**config.mk**
```make
export PLATFORM = sky130hd
export DESIGN_NAME = ple_cell
export DESIGN_NICKNAME = d
export VERILOG_FILES = /design/src/hdl/ple_pkg.sv /design/src/hdl/ple_cell.sv
export SDC_FILE = /design/constraint.sdc
export NUM_CORES = 1
export LEC_CHECK = 0
export BUFFER_PORTS_ARGS = -buffer_cell sky130_fd_sc_hd__clkbuf_2
export CAP_MARGIN = 40
export CELL_PAD_IN_SITES_DETAIL_PLACEMENT = 1
export CELL_PAD_IN_SITES_GLOBAL_PLACEMENT = 1
export CORE_ASPECT_RATIO = 0.9
export CORE_MARGIN = 1
export CORE_UTILIZATION = 30
export CTS_CLUSTER_DIAMETER = 80
export DETAILED_ROUTE_END_ITERATION = 6
export PLACE_DENSITY_LB_ADDON = 0.1
export SKIP_CTS_REPAIR_TIMING = 1
export SLEW_MARGIN = 20
export SYNTH_ARGS = -nofsm -noshare
export SYNTH_HDL_FRONTEND = slang
export SYNTH_SLANG_ARGS = --single-unit
export TNS_END_PERCENT = 5
```
**constraint.sdc**
```tcl
create_clock -name clk -period 7.1 [get_ports clk]
set_input_delay 1.42 -clock clk [delete_from_list [all_inputs] [get_ports clk]]
set_output_delay 1.42 -clock clk [all_outputs]
set_load 0.02 [all_outputs]
```
**src/hdl/ple_pkg.sv**
```systemverilog
package ple_pkg;

	localparam int DATA_W  = 32;
	localparam int POS_W   = 8;
	localparam int KIND_W  = 2;
	localparam int STAT_W  = 2;
	localparam int TOTAL_W = 7;

	typedef enum logic [KIND_W-1:0] {
		KIND_INSERT = 2'd0,
		KIND_REMOVE = 2'd1,
		KIND_READ   = 2'd2,
		KIND_FIND   = 2'd3
	} kind_t;

	typedef enum logic [STAT_W-1:0] {
		STAT_OK       = 2'd0,
		STAT_BAD      = 2'd1,
		STAT_NOTFOUND = 2'd2
	} status_t;

	// broadcast to every cell
	typedef struct packed {
		logic              ins;
		logic              rem;
		logic [POS_W-1:0]  idx;
		logic [POS_W-1:0]  count;
		logic [DATA_W-1:0] value;
	} ple_ctrl_t;

endpackage

```
**src/hdl/ple_cell.sv**
```systemverilog
module ple_cell #(
	parameter int IDX = 0
) (
	input  logic                       clk,
	input  ple_pkg::ple_ctrl_t         ctrl,
	input  logic [ple_pkg::DATA_W-1:0] left,
	input  logic [ple_pkg::DATA_W-1:0] right,
	output logic [ple_pkg::DATA_W-1:0] data,
	output logic [ple_pkg::DATA_W-1:0] rd,
	output logic                       hit
);
	import ple_pkg::*;

	localparam logic [POS_W-1:0] ME = POS_W'(IDX);

	logic [DATA_W-1:0] data_q;
	logic              at_or_above;

	assign at_or_above = (ME >= ctrl.idx);

	always_ff @(posedge clk) begin
		if (ctrl.ins && at_or_above) begin
			data_q <= (ME == ctrl.idx) ? ctrl.value : left;
		end else if (ctrl.rem && at_or_above) begin
			data_q <= right;
		end
	end

	assign data = data_q;
	assign rd   = (ME == ctrl.idx) ? data_q : '0;
	assign hit  = (ME < ctrl.count) && (data_q == ctrl.value);

endmodule

```
Word-level counts from Yosys, hierarchy flattened
Cells that the tools add are included.
{"block": "word_totals", "elab_cells": 13, "register_bits": 32, "out_inout_bits": 65, "input_bits": 115}
{"block": "classes", "n_eq_ne": 1, "n_mux": 4, "order_cmp": 2, "reduce_logical": 5}
{"operator": "two-way mux 32 bit", "n": 4}
{"operator": "== test 32 bit", "n": 1}
{"operator": ">= comparator 1 x 8 -> 1 bit, first input constant", "n": 1}
{"operator": "logical NOT 8 bit", "n": 1}
{"operator": "less-than comparator 1 x 8 -> 1 bit, first input constant", "n": 1}
{"operator": "logical AND 1 bit", "n": 3}
{"operator": "nonzero test 2 bit", "n": 1}

Logic depth before layout (Yosys ltp)
Gate-level depths: netlist of the first run.
{"block": "depth", "depth_word": 4, "mapped_depth": 5, "mapped_depth_nobuf": 4}

Worst setup path before layout of the first run
OpenSTA, ideal clock, no wires.
{"block": "synth_path", "kind": "input -> output", "startpoint": "input port ctrl[10] (netlist name)", "endpoint": "output port hit", "arrival_time_ns": 3.050, "path_slack_ns": 2.630, "n_path_buf": 0, "t_required_ns": 5.680, "stages": 4, "path_cell_list": "xor2_1 > nor4_1 > nand3_1 > a2111oi_0"}
{"block": "synth_via", "elab_chain_len": 2}
{"item": "from (decl)", "line_no": "ple_cell.sv:5", "text": "input ple_pkg::ple_ctrl_t ctrl,"}
{"item": "== test 32 bit", "line_no": "ple_cell.sv:31", "text": "assign hit = (ME < ctrl.count) && (data_q == ctrl.value);"}
{"item": "logical AND 1 bit", "line_no": "ple_cell.sv:31"}
{"item": "to (decl)", "line_no": "ple_cell.sv:10", "text": "output logic hit"}
No other way between the ends.

Worst setup path after layout of the first run
{"block": "layout_path", "startpoint": "input port ctrl[45] (netlist name)", "endpoint": "output port rd[31] (netlist name)"}
{"block": "layout_via", "elab_chain_len": 2}
{"item": "logical NOT 8 bit", "line_no": "ple_cell.sv:30", "text": "assign rd = (ME == ctrl.idx) ? data_q : '0;"}
{"item": "two-way mux 32 bit", "line_no": "ple_cell.sv:30"}
{"item": "to (decl)", "line_no": "ple_cell.sv:9", "text": "output logic [ple_pkg::DATA_W-1:0] rd,"}
No other way between the ends.

==> flow_metrics.env, run 1 <==
export IMPL_status="complete, no violations"
export IMPL_cts_tree="yes"
export IMPL_drt_wirelength_per_cell_um=14.9
export IMPL_finalCriticalPeriod_ns=4.43
export IMPL_drive_above_1_share_pct=62.3
export IMPL_final_util_pct=44.8
export IMPL_largest_register_ff_count=32
export IMPL_grt_pass1_wl_mm=9.02
export IMPL_synth_top_family_by_area="multiplexers"
export IMPL_avgViaCountPerCell=4.46
export IMPL_synth_area_top_cells="edfxtp_1 (46%), mux2_4 (22%), xor2_1 (12%)"
export IMPL_synthAdderAreaFrac_pct=0
export IMPL_max_slew_margin_pct=54.5
export IMPL_power_static_leakage_nw=1.50
export IMPL_synth_compound_area_share_pct=0.778
export IMPL_grt_usage_pct=16.2
export IMPL_drt_wl_total_mm=5.85
export IMPL_globalRouteOverflowTotal=0
export IMPL_dpl_cell_area_sq_um=2900
export IMPL_setup_viol=0
export IMPL_max_freq_ghz=0.226
export IMPL_vias=1748
export IMPL_dp_hpwl_mm=4.54
export IMPL_ys_types=17
export IMPL_synth_top_area_share_pct=46.0
export IMPL_drc=0
export IMPL_clkPwrFrac_pct=34.5
export IMPL_final_nets=416
export IMPL_dr_pass1_iters=4
export IMPL_ir_drop_mv=0.0587
export IMPL_placedCellCount=384
export IMPL_min_period_over_period_pct=62.4
export IMPL_drt_iter0_drc=22
export IMPL_ys_ff_latch=32
export IMPL_synthMuxAreaShare_pct=22.6
export IMPL_tightest_slew_ns=0.681
export IMPL_max_cap_violations=0
export IMPL_floorplan_initialDensity_pct=31.4
export IMPL_p_sw_share_pct=22.1
export IMPL_hold_viol=0
export IMPL_design_area_sq_um=2980
export IMPL_slew_violations=0
export IMPL_netlist_area_sq_um=2090
export IMPL_die_w_um=90.0
export IMPL_port_buffer_count=147
export IMPL_synthToLayoutAreaGrowth_pct=42.6
export IMPL_synth_nets=267
export IMPL_rsz0062_at_grt="false"
export IMPL_p_int_w=0.000310
export IMPL_antenna_cells=0
export IMPL_yosysWarningCount=0
export IMPL_ys_seq_area_share_pct=46.0
export IMPL_final_common_cell="clkbuf_2"
export IMPL_num_rows=28
export IMPL_share_comb_of_total_power_pct=13.1
export IMPL_synth_xor_area_share_pct=13.4
export IMPL_clk_path_buf_depth=2
export IMPL_hold_ws_ns=1.43
export IMPL_synthSimpleGateAreaFrac_pct=15.1
export IMPL_fp_coreArea_sq_um=6660
export IMPL_fin_tns_setup_ns=0
export IMPL_die_y_um=81.2
export IMPL_p_seq_share_pct=52.4
export IMPL_cts_buffers_inserted=5
export IMPL_critPathLaunchType="input port"
export IMPL_grt_max_degree=35
export IMPL_cp_required_ns=5.68
export IMPL_h_tree_depth=2
export IMPL_synthCells=152
export IMPL_path_max_fanout=34
export IMPL_grt_pass1_vias=1783
export IMPL_critPathCaptureType="output port"
export IMPL_ant_nets=0
export IMPL_powerDensity_nw_per_um2=134
export IMPL_syn_mean_instance_area_sq_um=13.8
export IMPL_top_level_ports=180
export IMPL_dieArea_sq_um=7310
export IMPL_p_switching_w=0.0000878
export IMPL_final_cell_mix="clkbuf_2 (147), and2_1 (32), edfxtp_1 (32), mux2_4 (30), xor2_1 (28)"
export IMPL_final_cells=392
export IMPL_hold_path_class="input port to flip-flop"
export IMPL_worstPathArrival_ns=3.01
export IMPL_antenna_found_initial=0
export IMPL_clk_pin_slew_ns=0.07
export IMPL_clock_sinks=32
export IMPL_root_buffer="clkbuf_8"
export IMPL_gp_congestion=0.687
export IMPL_critPathKind="input port to output port"
export IMPL_yosys_area_top_type="edfxtp_1"
-- final cells by class --
class / instances / area, sq um
flip-flops and latches: 32 / 961
clock buffers: 7 / 76.3
multi-input cells: 114 / 1080
repair buffers: 148 / 743
clock inverters: 1 / 3.75
well taps: 90 / 113
fillers: 775 / 3670
-- path summary, 6_finish.rpt --
| kind | from | end | slack, ns | cells past startpoint |
|---|---|---|---|---|
| max | ctrl[45] | rd[31] | 2.67 | 5 |
| min | right[15] | data[15] | 1.43 | 2 |
-- power by group through the flow --
stage          Sequential (W)  Clock (W)  Combinational (W)
6_report             0.000209   0.000137          0.0000522
5_1_grt              0.000209   0.000150          0.0000575
4_1_cts              0.000209   0.000144          0.0000531
3_5_place_dp         0.000213          0          0.0000528
3_3_place_gp         0.000213          0          0.0000513
2_1_floorplan        0.000213          0          0.0000224
-- cells by family (layout without fill, tap and decap cells) --
logic type | Yosys count | in the layout
flip-flops | 32 | 32
AO/OA/AOI/OAI | 2 | 2
buffers and inverters | 6 | 156
multiplexers | 32 | 32
AND/OR/NAND/NOR | 48 | 48
XOR/XNOR | 32 | 32
-- worst max-delay path, cell delays in order --
cell and delay, ns:
clkbuf_2 0.07, or4_1 0.56, nor2_4 0.55, and2_1 0.23, clkbuf_2 0.17
-- through the flow --
step | power [W] | worst slack (ns)
5_1_grt | 0.000416 | 2.50
4_1_cts | 0.000405 | 2.61
6_report | 0.000398 | 2.67
2_1_floorplan | 0.000236 | 2.63
3_5_place_dp | 0.000266 | 2.61
3_3_place_gp | 0.000264 | 2.63
-- Yosys cell counts (all sizes together) --
library cell and count:
nor4 9, edfxtp 32, nand2 1, nand3 1
or4 2, clkbuf 3, and2 32, a2111oi 1
xnor2 4, buf 3, mux2 32, nand4 2
o21a 1, nor2 1, xor2 28
-- per-layer routing --
metal	wire length, um	global-route usage [%]	part of all wire [%]
met4	78	5.81	1.3
met1	2610	20.2	45
met2	2750	26.9	47
met3	409	4.59	7.0
met5	0	0	0
Note: power is estimated with default switching activity, not from simulation.
==> run 2: changes to the inputs <==
Settings changed: CORE_UTILIZATION 30 to 25.
Clock period 7.1 ns to 3.8 ns, I/O delays scaled along.
==> flow_metrics.env, run 2 (same netlist as run 1, synthesis figures left out) <==
export IMPL_status="finished with violations"
export IMPL_violations="design-rule violations"
export IMPL_fp_coreArea_sq_um=8070
export IMPL_crit_buf_inv=2
export IMPL_slew_violations=0
export IMPL_rsz0062_at_grt="false"
export IMPL_cts_buffers_inserted=5
export IMPL_critPathKind="input port to output port"
export IMPL_clock_sinks=32
export IMPL_floorplan_initialDensity_pct=25.9
export IMPL_slowest_delay_ns=0.57
export IMPL_drt_iter0_drc=30
export IMPL_min_period_over_period_pct=81.4
export IMPL_die_w_um=98.4
export IMPL_drt_wirelength_per_cell_um=15.1
export IMPL_max_slew_margin_pct=56.0
export IMPL_timing_final_ws_setup_ns=0.708
export IMPL_ant_nets=0
export IMPL_final_fill_count=920
export IMPL_drive_above_1_share_pct=62.9
export IMPL_globalRouteOverflowTotal=0
export IMPL_final_cell_mix="clkbuf_2 (147), and2_1 (32), edfxtp_1 (32), mux2_4 (30), xor2_1 (28)"
export IMPL_antenna_found_initial=0
export IMPL_avgViaCountPerCell=4.35
export IMPL_clk_pin_slew_ns=0.07
export IMPL_grt_usage_pct=14.0
export IMPL_place_ws_ns=0.546
export IMPL_cp_cell_sequence="clkbuf_2, or4_1, nor2_4, and2_1, clkbuf_2"
export IMPL_setup_viol=0
export IMPL_drt_wl_total_mm=6.06
export IMPL_max_cap_violations=0
export IMPL_num_rows=31
export IMPL_dr_pass1_iters=7
export IMPL_path_max_fanout=34
export IMPL_final_nets=416
export IMPL_clk_path_buf_depth=2
export IMPL_powerDensity_nw_per_um2=269
export IMPL_drc=8
export IMPL_gp_congestion=0.648
export IMPL_cts_tree="yes"
export IMPL_ff_latch_area_sq_um=961
export IMPL_power_static_leakage_nw=1.52
export IMPL_final_common_cell="clkbuf_2"
export IMPL_grt_pass1_wl_mm=9.27
export IMPL_cp_required_ns=3.04
export IMPL_grt_pass1_vias=1757
export IMPL_top_level_ports=180
export IMPL_hold_start="right[10]"
export IMPL_finalCriticalPeriod_ns=3.09
export IMPL_synthToLayoutAreaGrowth_pct=44.5
export IMPL_critPathLaunchType="input port"
export IMPL_dieArea_sq_um=8730
export IMPL_largest_register_ff_count=32
export IMPL_root_buffer="clkbuf_8"
export IMPL_die_y_um=88.8
export IMPL_antenna_cells=0
export IMPL_hold_end="data[10]"
export IMPL_max_freq_ghz=0.323
export IMPL_critical_path_top_delay_family="simple AND/OR/NAND/NOR gates"
export IMPL_h_tree_depth=2
export IMPL_grt_max_degree=35
export IMPL_worstPathArrival_ns=2.33
export IMPL_fin_tns_setup_ns=0
export IMPL_hold_path_class="input port to flip-flop"
export IMPL_critPathMostFrequentCell="clkbuf_2"
export IMPL_multi_input_area_sq_um=1080
export IMPL_hold_viol=0
export IMPL_ir_drop_mv=0.147
export IMPL_holdPathStages=2
export IMPL_dp_hpwl_mm=4.66
export IMPL_dpl_cell_area_sq_um=2910
export IMPL_cp_slowest_cell="or4_1"
export IMPL_vias=1746
export IMPL_tightest_slew_ns=0.659
export IMPL_port_buffer_count=147
export IMPL_hold_ws_ns=0.777
export IMPL_final_util_pct=37.4
export IMPL_design_area_sq_um=3020
export IMPL_critPathCaptureType="output port"
## run 2: worst max-delay path by stage
stage / from / endpoint / cells after the start
final: ctrl[45] / rd[28] / 5
after global routing: ctrl[3] / hit / 6
after CTS: ctrl[45] / rd[28] / 5
after detailed placement: ctrl[45] / data[13] / 5
after global placement: ctrl[45] / data[24] / 5
after floorplan: ctrl[10] / hit / 4
## run 2: metal layers
layer  share of wire, %  track usage (%)  vias to the layer above
met1                 44             18.0                      820
met4               0.45             3.26                        0
met2                 48             23.7                       78
met5                  0                0                        -
li1                   -                -                      846
met3                6.7             3.71                        2
## run 2: per-stage QoR
| step | cells | power, W |
|---|---|---|
| 3_3_place_gp | 393 | 0.000495 |
| 4_1_cts | 401 | 0.000827 |
| 3_5_place_dp | 393 | 0.000498 |
| 6_report | 401 | 0.000813 |
| 5_1_grt | 401 | 0.000852 |
| 2_1_floorplan | 152 | 0.000441 |
## run 2: cell type report
class / count / area share (%)
clock buffer: 6 / 2.40
clock inverter: 2 / 1.16
multi-input combinational: 114 / 35.9
sequential: 32 / 31.8
tap: 99 / 4.10
timing repair buffer: 148 / 24.6
## run 2: report_power, final
group          switching (W)  leakage [nW]  total (W)  internal [W]
logic              0.0000357          1.18  0.0000988     0.0000632
clock network       0.000129        0.0552   0.000324      0.000195
registers        0.000000910         0.288   0.000390      0.000389
