--- src/hdl/ple_pkg.sv ---
package ple_pkg;

	localparam int DATA_W  = 32;
	localparam int POS_W   = 8;
	localparam int KIND_W  = 2;
	localparam int STAT_W  = 2;
	localparam int TOTAL_W = 7;

	typedef enum logic [KIND_W-1:0] {
		KIND_INSERT = 2'd0,
		KIND_REMOVE = 2'd1,
		KIND_READ   = 2'd2,
		KIND_FIND   = 2'd3
	} kind_t;

	typedef enum logic [STAT_W-1:0] {
		STAT_OK       = 2'd0,
		STAT_BAD      = 2'd1,
		STAT_NOTFOUND = 2'd2
	} status_t;

	// broadcast to every cell
	typedef struct packed {
		logic              ins;
		logic              rem;
		logic [POS_W-1:0]  idx;
		logic [POS_W-1:0]  count;
		logic [DATA_W-1:0] value;
	} ple_ctrl_t;

endpackage

--- src/hdl/ple_first_hit.sv ---
module ple_first_hit #(
	parameter int N = 64
) (
	input  logic [N-1:0]              hits,
	output logic                      any,
	output logic [ple_pkg::POS_W-1:0] pos
);
	import ple_pkg::*;

	logic [N-1:0] lowest;

	// isolate lowest set bit
	assign lowest = hits & (~hits + N'(1));
	assign any    = |hits;

	always_comb begin
		pos = '0;
		for (int i = 0; i < N; i++) begin
			if (lowest[i]) begin
				pos = pos | POS_W'(i + 1);
			end
		end
	end

endmodule

--- config.mk ---
export PLATFORM = sky130hd
export DESIGN_NAME = ple_first_hit
export DESIGN_NICKNAME = d
export VERILOG_FILES = /design/src/hdl/ple_pkg.sv /design/src/hdl/ple_first_hit.sv
export SDC_FILE = /design/constraint.sdc
export NUM_CORES = 1
export LEC_CHECK = 0
export BUFFER_PORTS_ARGS = -buffer_cell sky130_fd_sc_hd__buf_2
export CAP_MARGIN = 10
export CORE_MARGIN = 2
export CORE_UTILIZATION = 51
export DETAILED_ROUTE_END_ITERATION = 10
export PLACE_DENSITY = 0.9
export REMOVE_ABC_BUFFERS = 1
export SLEW_MARGIN = 15
export SYNTH_ARGS = -nofsm -noshare
export SYNTH_HDL_FRONTEND = slang
export SYNTH_SLANG_ARGS = --single-unit
--- constraint.sdc ---
create_clock -name vclk -period 5.3
set_input_delay 0 -clock vclk [all_inputs]
set_output_delay 0 -clock vclk [all_outputs]
set_load 0.1 [all_outputs]
# After elaboration in Yosys (flattened, before gate mapping)
# Index checks and enable logic that the tools add are counted.
# totals
inputBits,64
word_cells,68
output_inout_bits,9
register_bits,0
# op_classes
n_bitwise,2
reduce_logical,1
mux,64
n_addsub,1
# op_table
operator,n
2-to-1 mux 6 bit,32
2-to-1 mux 5 bit,16
"adder 64 x 1 -> 64 bit, second input constant",1
AND 64 bit,1
NOT 64 bit,1
OR reduction 64 bit,1
2-to-1 mux 4 bit,8
2-to-1 mux 3 bit,4
2-to-1 mux 7 bit,1
2-to-1 mux 2 bit,2
2-to-1 mux 1 bit,1

# Depth between registers and ports, before layout
# Gate-level depths: netlist (run 1).
# depth
ltp_word,67
ltp_mapped,8
ltp_nobuf,6

# Worst setup path after synthesis (run 1)
# Ideal clock, no wire load.
# synth_path
path_kind,in2out
from,input port hits[14]
to,output port pos[2] in the netlist's numbering
path_buffers,2
slack_ns,2.602
arrival_ns,2.698
cell_stages,8
cell_sequence,or4_4 -> or2_1 -> buf_6 -> or3_4 -> buf_6 -> o41ai_1 -> and4bb_2 -> nand3_1
# synth_between
elab_chain_len,53
# synth_rtl
element,line,text
from (decl),ple_first_hit.sv:4,"input logic [N-1:0] hits,"
NOT 64 bit,ple_first_hit.sv:13,assign lowest = hits & (~hits + N'(1));
adder 64 x 1 -> 64 bit,ple_first_hit.sv:13,
AND 64 bit (*),ple_first_hit.sv:13,
2-to-1 mux 4 bit,ple_first_hit.sv:19,if (lowest[i]) begin
2-to-1 mux 5 bit (16 in a row),ple_first_hit.sv:19,
2-to-1 mux 6 bit (31 in a row),ple_first_hit.sv:19,
2-to-1 mux 6 bit (*),ple_first_hit.sv:19,
2-to-1 mux 7 bit (*),ple_first_hit.sv:19,
to (decl),ple_first_hit.sv:6,output logic [ple_pkg::POS_W-1:0] pos
# Mark *: on every way between the ends. The rest lies on a longest branch, timed or not.

# Worst setup path in the final report (run 1)
# layout_path
from,input port hits[25]
to,output port pos[3] in the netlist's numbering
# layout_between
elab_chain_len,42
# layout_rtl
element,line
NOT 64 bit,ple_first_hit.sv:13
adder 64 x 1 -> 64 bit,ple_first_hit.sv:13
AND 64 bit (*),ple_first_hit.sv:13
2-to-1 mux 5 bit (6 in a row),ple_first_hit.sv:19
2-to-1 mux 6 bit (31 in a row),ple_first_hit.sv:19
2-to-1 mux 6 bit (*),ple_first_hit.sv:19
2-to-1 mux 7 bit (*),ple_first_hit.sv:19
# Marks and branches as above.

==> qor.txt, run 1 <==
Clock power frac -> 0%
nets -> 343
Sw Pwr -> 0.0568 mW
DR vias -> 2002
Slew @ Worst Pin -> 832 ps
DP Wirelength -> 3690 um
RSZ-0062 raised after global routing -> no
Total GRT Usage -> 27.9%
commonest non-fill, non-tap cell in the layout -> buf_2
number of fillers in the final layout -> 257
setup bufs post-CTS -> 0
Final Max Tran Viols -> 0
Final min period -> 3100 ps
Worst EP required -> 5300 ps
synthesis-to-finish area growth -> 26.4%
Setup crit end kind -> primary output
Min-Delay Endpoint -> pos[6]
final setup TNS -> 0 ps
# resized after CTS -> 0
GPL Wtd Cong -> 0.942
DR iter-0 viols -> 72
# hold bufs at CTS -> 0
Worst EP arrival -> 3100 ps
FF/Latch Area -> 0 um2
Peak VDD IR -> 0.0456 mV
total power -> 0.0909 mW
setup violators final -> 0
status -> finished, final reports clean
vias per cell -> 6.52
Core Rows -> 18
number of buffer cells added on primary ports -> 72
YS warnings -> 0
initial antenna violation count -> 0
Flop pwr share -> 0%
Die Width -> 54.9 um
final WL -> 4360 um
hold path start -> hits[63]
leak pwr -> 0.684 nW
global-route wire length before repair -> 6360 um
count of different cell masters after synthesis -> 56
kind of start point of the critical path -> input pin
ant diodes -> 0
Crit Path Max Fanout -> 18
Logic pwr share -> 100.0%
Net Sw Frac -> 62.5%
Antenna Nets Post-Route -> 0
commonest non-fill, non-tap cells in the layout -> buf_2, nor2_1, a21oi_1, nor3_1, nor4_1
Tcrit/Tclk final -> 58.4%
Clock Buffer Count -> 0
number of cells produced by synthesis -> 211
vias in the first global route -> 1545
DRT Pass-1 Iters -> 4
I/O Pins -> 73
wire length per cell -> 14.2 um
worst relative slew slack -> 44.1%
Seq/Total Area, Yosys -> 0%
largest net degree at the start of global routing -> 19
DIE AREA -> 3020 um2
Int Pwr -> 0.0340 mW
drc violations -> 0
die height -> 54.9 um
fmax -> 323 MHz
min-delay worst type -> input pin to primary output
MaxCap Viol Count -> 0
Pwr per Cell Area -> 54.4 nW/um2
GR Overflow Total -> 0
hold depth -> 3
Seq cells -> 0
Starting Density -> 53.4%
Syn Area/Cell -> 6.27 um2
crit path kind -> input pin to primary output
Fin. Hold Viols -> 0
core footprint -> 2480 um2
Post-Synthesis Cell Area -> 1320 um2
layout cell share with drive strength beyond 1 -> 32.5%
worst max-delay path by stage:
stage	cells past startpoint	endpoint	from
floorplan	6	pos[3]	hits[14]
global placement	8	pos[3]	hits[25]
detailed placement	8	pos[3]	hits[25]
CTS	8	pos[3]	hits[25]
global route	8	pos[3]	hits[25]
finish	8	pos[3]	hits[25]
cell type report:
cell class	count	area (um2)	share of cell area, %
Inverter	10	37.5	2.25
Timing Repair Buffer	72	360	21.6
Tap cell	30	37.5	2.25
Multi-Input combinational cell	195	1240	74.0
synth_stat cells (5+ instances only):
| library cell | count | area, um2 |
|---|---|---|
| nor4_1 | 15 | 93.8 |
| nand4_1 | 7 | 43.8 |
| nor3_1 | 15 | 75.1 |
| o21ai_0 | 5 | 25.0 |
| inv_1 | 10 | 37.5 |
| nand2_1 | 11 | 41.3 |
| nand3_1 | 9 | 45.0 |
| or3_1 | 6 | 37.5 |
| nor2_1 | 27 | 101 |
| o211ai_1 | 5 | 37.5 |
| or4_1 | 5 | 37.5 |
| a21oi_1 | 17 | 85.1 |
logic make-up after synthesis:
| group | synth area share, % |
|---|---|
| AO/OA/AOI/OAI | 29.4 |
| other | 0.284 |
| AND/OR/NAND/NOR | 63.8 |
| buffers and inverters | 6.53 |
metal layers:
layer | routed length (um) | track usage [%]
met4 | 70 | 6.10
met1 | 1910 | 38.3
met2 | 1950 | 46.4
met3 | 424 | 3.49
met5 | 0 | 0
stage by stage:
stage	instance area, um2	setup WS, ps	hold WS (ps)	std cells	util (%)
floorplan	1270	2620	463	205	-
detailed placement	1670	2280	509	307	67.5
global route	1670	1850	533	307	67.5
global placement	1670	2340	506	307	67.5
finish	1670	2200	509	307	67.5
CTS	1670	2270	508	307	67.5
power by group through the flow:
stage	Sequential, mW	Combinational [mW]	Clock (mW)
floorplan	0	0.0434	0
finish	0	0.0909	0
global placement	0	0.0878	0
detailed placement	0	0.0892	0
global route	0	0.0985	0
CTS	0	0.0895	0
worst max-delay path: stages:
cell       delay [ps]
buf_2             130
nor4_1            690
nand3b_1          410
nor4_4            720
o2111ai_1         250
o221ai_1          300
or4_1             180
buf_2             420
Note: power is estimated with default switching activity, not from simulation.
==> inputs of run 2 (changes only) <==
--- a/config.mk
+++ b/config.mk
@@ -5,12 +5,13 @@
 export SDC_FILE = /design/constraint.sdc
 export NUM_CORES = 1
 export LEC_CHECK = 0
+export ABC_AREA = 1
 export BUFFER_PORTS_ARGS = -buffer_cell sky130_fd_sc_hd__buf_2
 export CAP_MARGIN = 10
 export CORE_MARGIN = 2
-export CORE_UTILIZATION = 51
+export CORE_UTILIZATION = 53
 export DETAILED_ROUTE_END_ITERATION = 10
-export PLACE_DENSITY = 0.9
+export PLACE_DENSITY = 0.85
 export REMOVE_ABC_BUFFERS = 1
 export SLEW_MARGIN = 15
 export SYNTH_ARGS = -nofsm -noshare
==> constraint.sdc (replaced) <==
create_clock -name vclk -period 3.1
set_input_delay 0 -clock vclk [all_inputs]
set_output_delay 0 -clock vclk [all_outputs]
set_load 0.1 [all_outputs]
==> run 2 against run 1 <==
  * Critical path type unchanged
  * Setup slack worse by 1000 ps
  * Final cell count is 84% higher
  * Power grew 95%
  * Sequential share of layout area is the same
  * Wire length grew 78%
  * Combinational power increased by 95%
  * Hold slack worse by 19 ps
  * Largest cell class unchanged
  * Synthesized area increased by 54%
==> qor.txt, run 2 <==
GPL Wtd Cong -> 0.975 (+3.5%)
core footprint -> 3660 um2 (+48%)
commonest non-fill, non-tap cell in the layout -> nor2_1
Tcrit/Tclk final -> 62.7%
status -> finished, final reports clean
total power -> 0.177 mW (+95%)
Seq/Total Area, Yosys -> 0% (unchanged)
Commonest cells post-synth -> nor2_1, nand2_1, nand3_1
Final min period -> 1940 ps
crit path max-delay cell type -> buf_2
Pwr per Cell Area -> 72.5 nW/um2 (+33%)
final WL -> 7770 um (+78%)
largest net degree at the start of global routing -> 10 (-9)
fmax -> 515 MHz
initial antenna violation count -> 0 (unchanged)
vias per cell -> 5.55 (-15%)
Peak VDD IR -> 0.0514 mV (+13%)
DRT Pass-1 Iters -> 5 (+1)
global-route wire length before repair -> 12500 um (+96%)
Worst EP arrival -> 1940 ps (-1160 ps)
crit path kind -> input pin to primary output
# resized after CTS -> 0 (unchanged)
Starting Density -> 55.5% (+2.1 points)
Post-Synthesis Cell Area -> 2030 um2 (+54%)
nets -> 584 (+70%)
drc violations -> 0 (unchanged)
simple logic cell fraction of the synthesized area -> 86.6% (+23 points)
Met2 Wirelength -> 3690 um (+90%)
layout cell share with drive strength beyond 1 -> 19.9% (-13 points)
synthesis-to-finish area growth -> 20.3%
Top Layer Used -> met4
Final Max Tran Viols -> 0 (unchanged)
number of cells produced by synthesis -> 447 (+110%)
leak pwr -> 1.38 nW (+100%)
number of buffer cells added on primary ports -> 72 (unchanged)
commonest non-fill, non-tap cells in the layout -> nor2_1, nand2_1, buf_2, nand3_1, inv_1
post-synth top area cell -> nor2_1
DIE AREA -> 4340 um2 (+44%)
ranking of synthesized cells by area -> nor2_1, nand2_1, nand3_1, inv_1, nor3_1
Seq cells -> 0 (unchanged)
Met3 Wirelength -> 584 um (+38%)
setup violators final -> 0 (unchanged)
fin cells -> 566 (+84%)
min-delay worst type -> input pin to primary output
RSZ-0062 raised after global routing -> no
Clock Buffer Count -> 0 (unchanged)
xor/xnor share of the synthesized area -> 0% (unchanged)
crit path buf inv count -> 2 (unchanged)
setup bufs post-CTS -> 0 (unchanged)
Fin. Hold Viols -> 0 (unchanged)
Antenna Nets Post-Route -> 0 (unchanged)
post-synth top area share -> 23.1% (+15 points)
count of different cell masters after synthesis -> 25 (-55%)
Routed met1 length -> 3270 um (+71%)
mux cell area share after synthesis -> 0% (unchanged)
dpl cells -> 566 (+84%)
DR iter-0 viols -> 306 (+330%)
kind of start point of the critical path -> input pin
Critical Path Most Common Cell -> nand2_1
CP max stage delay -> 420 ps (-300 ps)
number of fillers in the final layout -> 415 (+61%)
ant diodes -> 0 (unchanged)
Worst EP required -> 3100 ps (-2200 ps)
GR Overflow Total -> 0 (unchanged)
most common cell in the netlist -> nor2_1
# hold bufs at CTS -> 0 (unchanged)
I/O Pins -> 73 (unchanged)
post-synthesis adder-cell area fraction -> 0% (unchanged)
DR vias -> 3143 (+57%)
critical-path cell list -> buf_2 > nor2_2 > nand2_1 > nor2_1 > nand2_1 > nor2_2 > nand3_1 > nand2_1 > nor2_1 > nand2_1 > nand3b_1 > buf_2
Core Rows -> 22 (+4)
largest family of logic cells by synthesized area -> simple AND/OR/NAND/NOR gates
CP delay by family, top -> simple AND/OR/NAND/NOR gates
compound-gate portion of the synthesized area -> 2.46% (-27 points)
Die Width -> 65.9 um (+20%)
Syn Area/Cell -> 4.54 um2 (-28%)
MaxCap Viol Count -> 0 (unchanged)
DP Wirelength -> 6840 um (+85%)
Setup crit end kind -> primary output
wire length per cell -> 13.7 um (-3.2%)
FF/Latch Area -> 0 um2 (unchanged)
Crit Path Max Fanout -> 5 (-13)
vias in the first global route -> 2853 (+85%)
YS warnings -> 0 (unchanged)
die height -> 65.9 um (+20%)
Total GRT Usage -> 36.3% (+8.4 points)
==> run 2: final timing paths <==
| check | end | slack, ps | depth (start not counted) | start |
|---|---|---|---|---|
| setup / recovery | pos[3] | 1160 | 12 | hits[6] |
| hold / removal | pos[6] | 490 | 4 | hits[63] |
==> run 2: cells by family (layout without fill, tap and decap cells) <==
group | Yosys count | in the layout
and+or+nand+nor | 379 | 379
buffers and inverters | 57 | 128
AOI/OAI and AO/OA | 10 | 10
other | 1 | 1
==> run 2: power breakdown <==
part           total (mW)  switching, mW  internal [mW]
Combinational       0.177          0.119         0.0579
Clock                   0              0              0
Sequential              0              0              0
==> run 2: cell type report <==
| cell class | count | area [um2] | area share [%] |
|---|---|---|---|
| multi-input cells | 390 | 1810 | 74.2 |
| inverters | 56 | 210 | 8.60 |
| repair buffers | 72 | 360 | 14.7 |
| well taps | 48 | 60.1 | 2.46 |
==> run 2: per-stage QoR <==
stage	util [%]	area, um2	hold WS, ps	worst slack (ps)	TNS [ps]
CTS	66.7	2440	489	1210	0
finish	66.7	2440	490	1160	0
global placement	66.7	2440	489	1260	0
floorplan	-	2020	391	-415	-415
detailed placement	66.7	2440	487	1220	0
global route	66.7	2440	506	984	0
==> run 2: per-layer routing <==
| metal | up-vias | GRT usage, % |
|---|---|---|
| li1 | 1571 | - |
| met1 | 1365 | 45.5 |
| met2 | 181 | 67.0 |
| met3 | 26 | 1.36 |
| met4 | 0 | 9.64 |
| met5 | - | 0 |
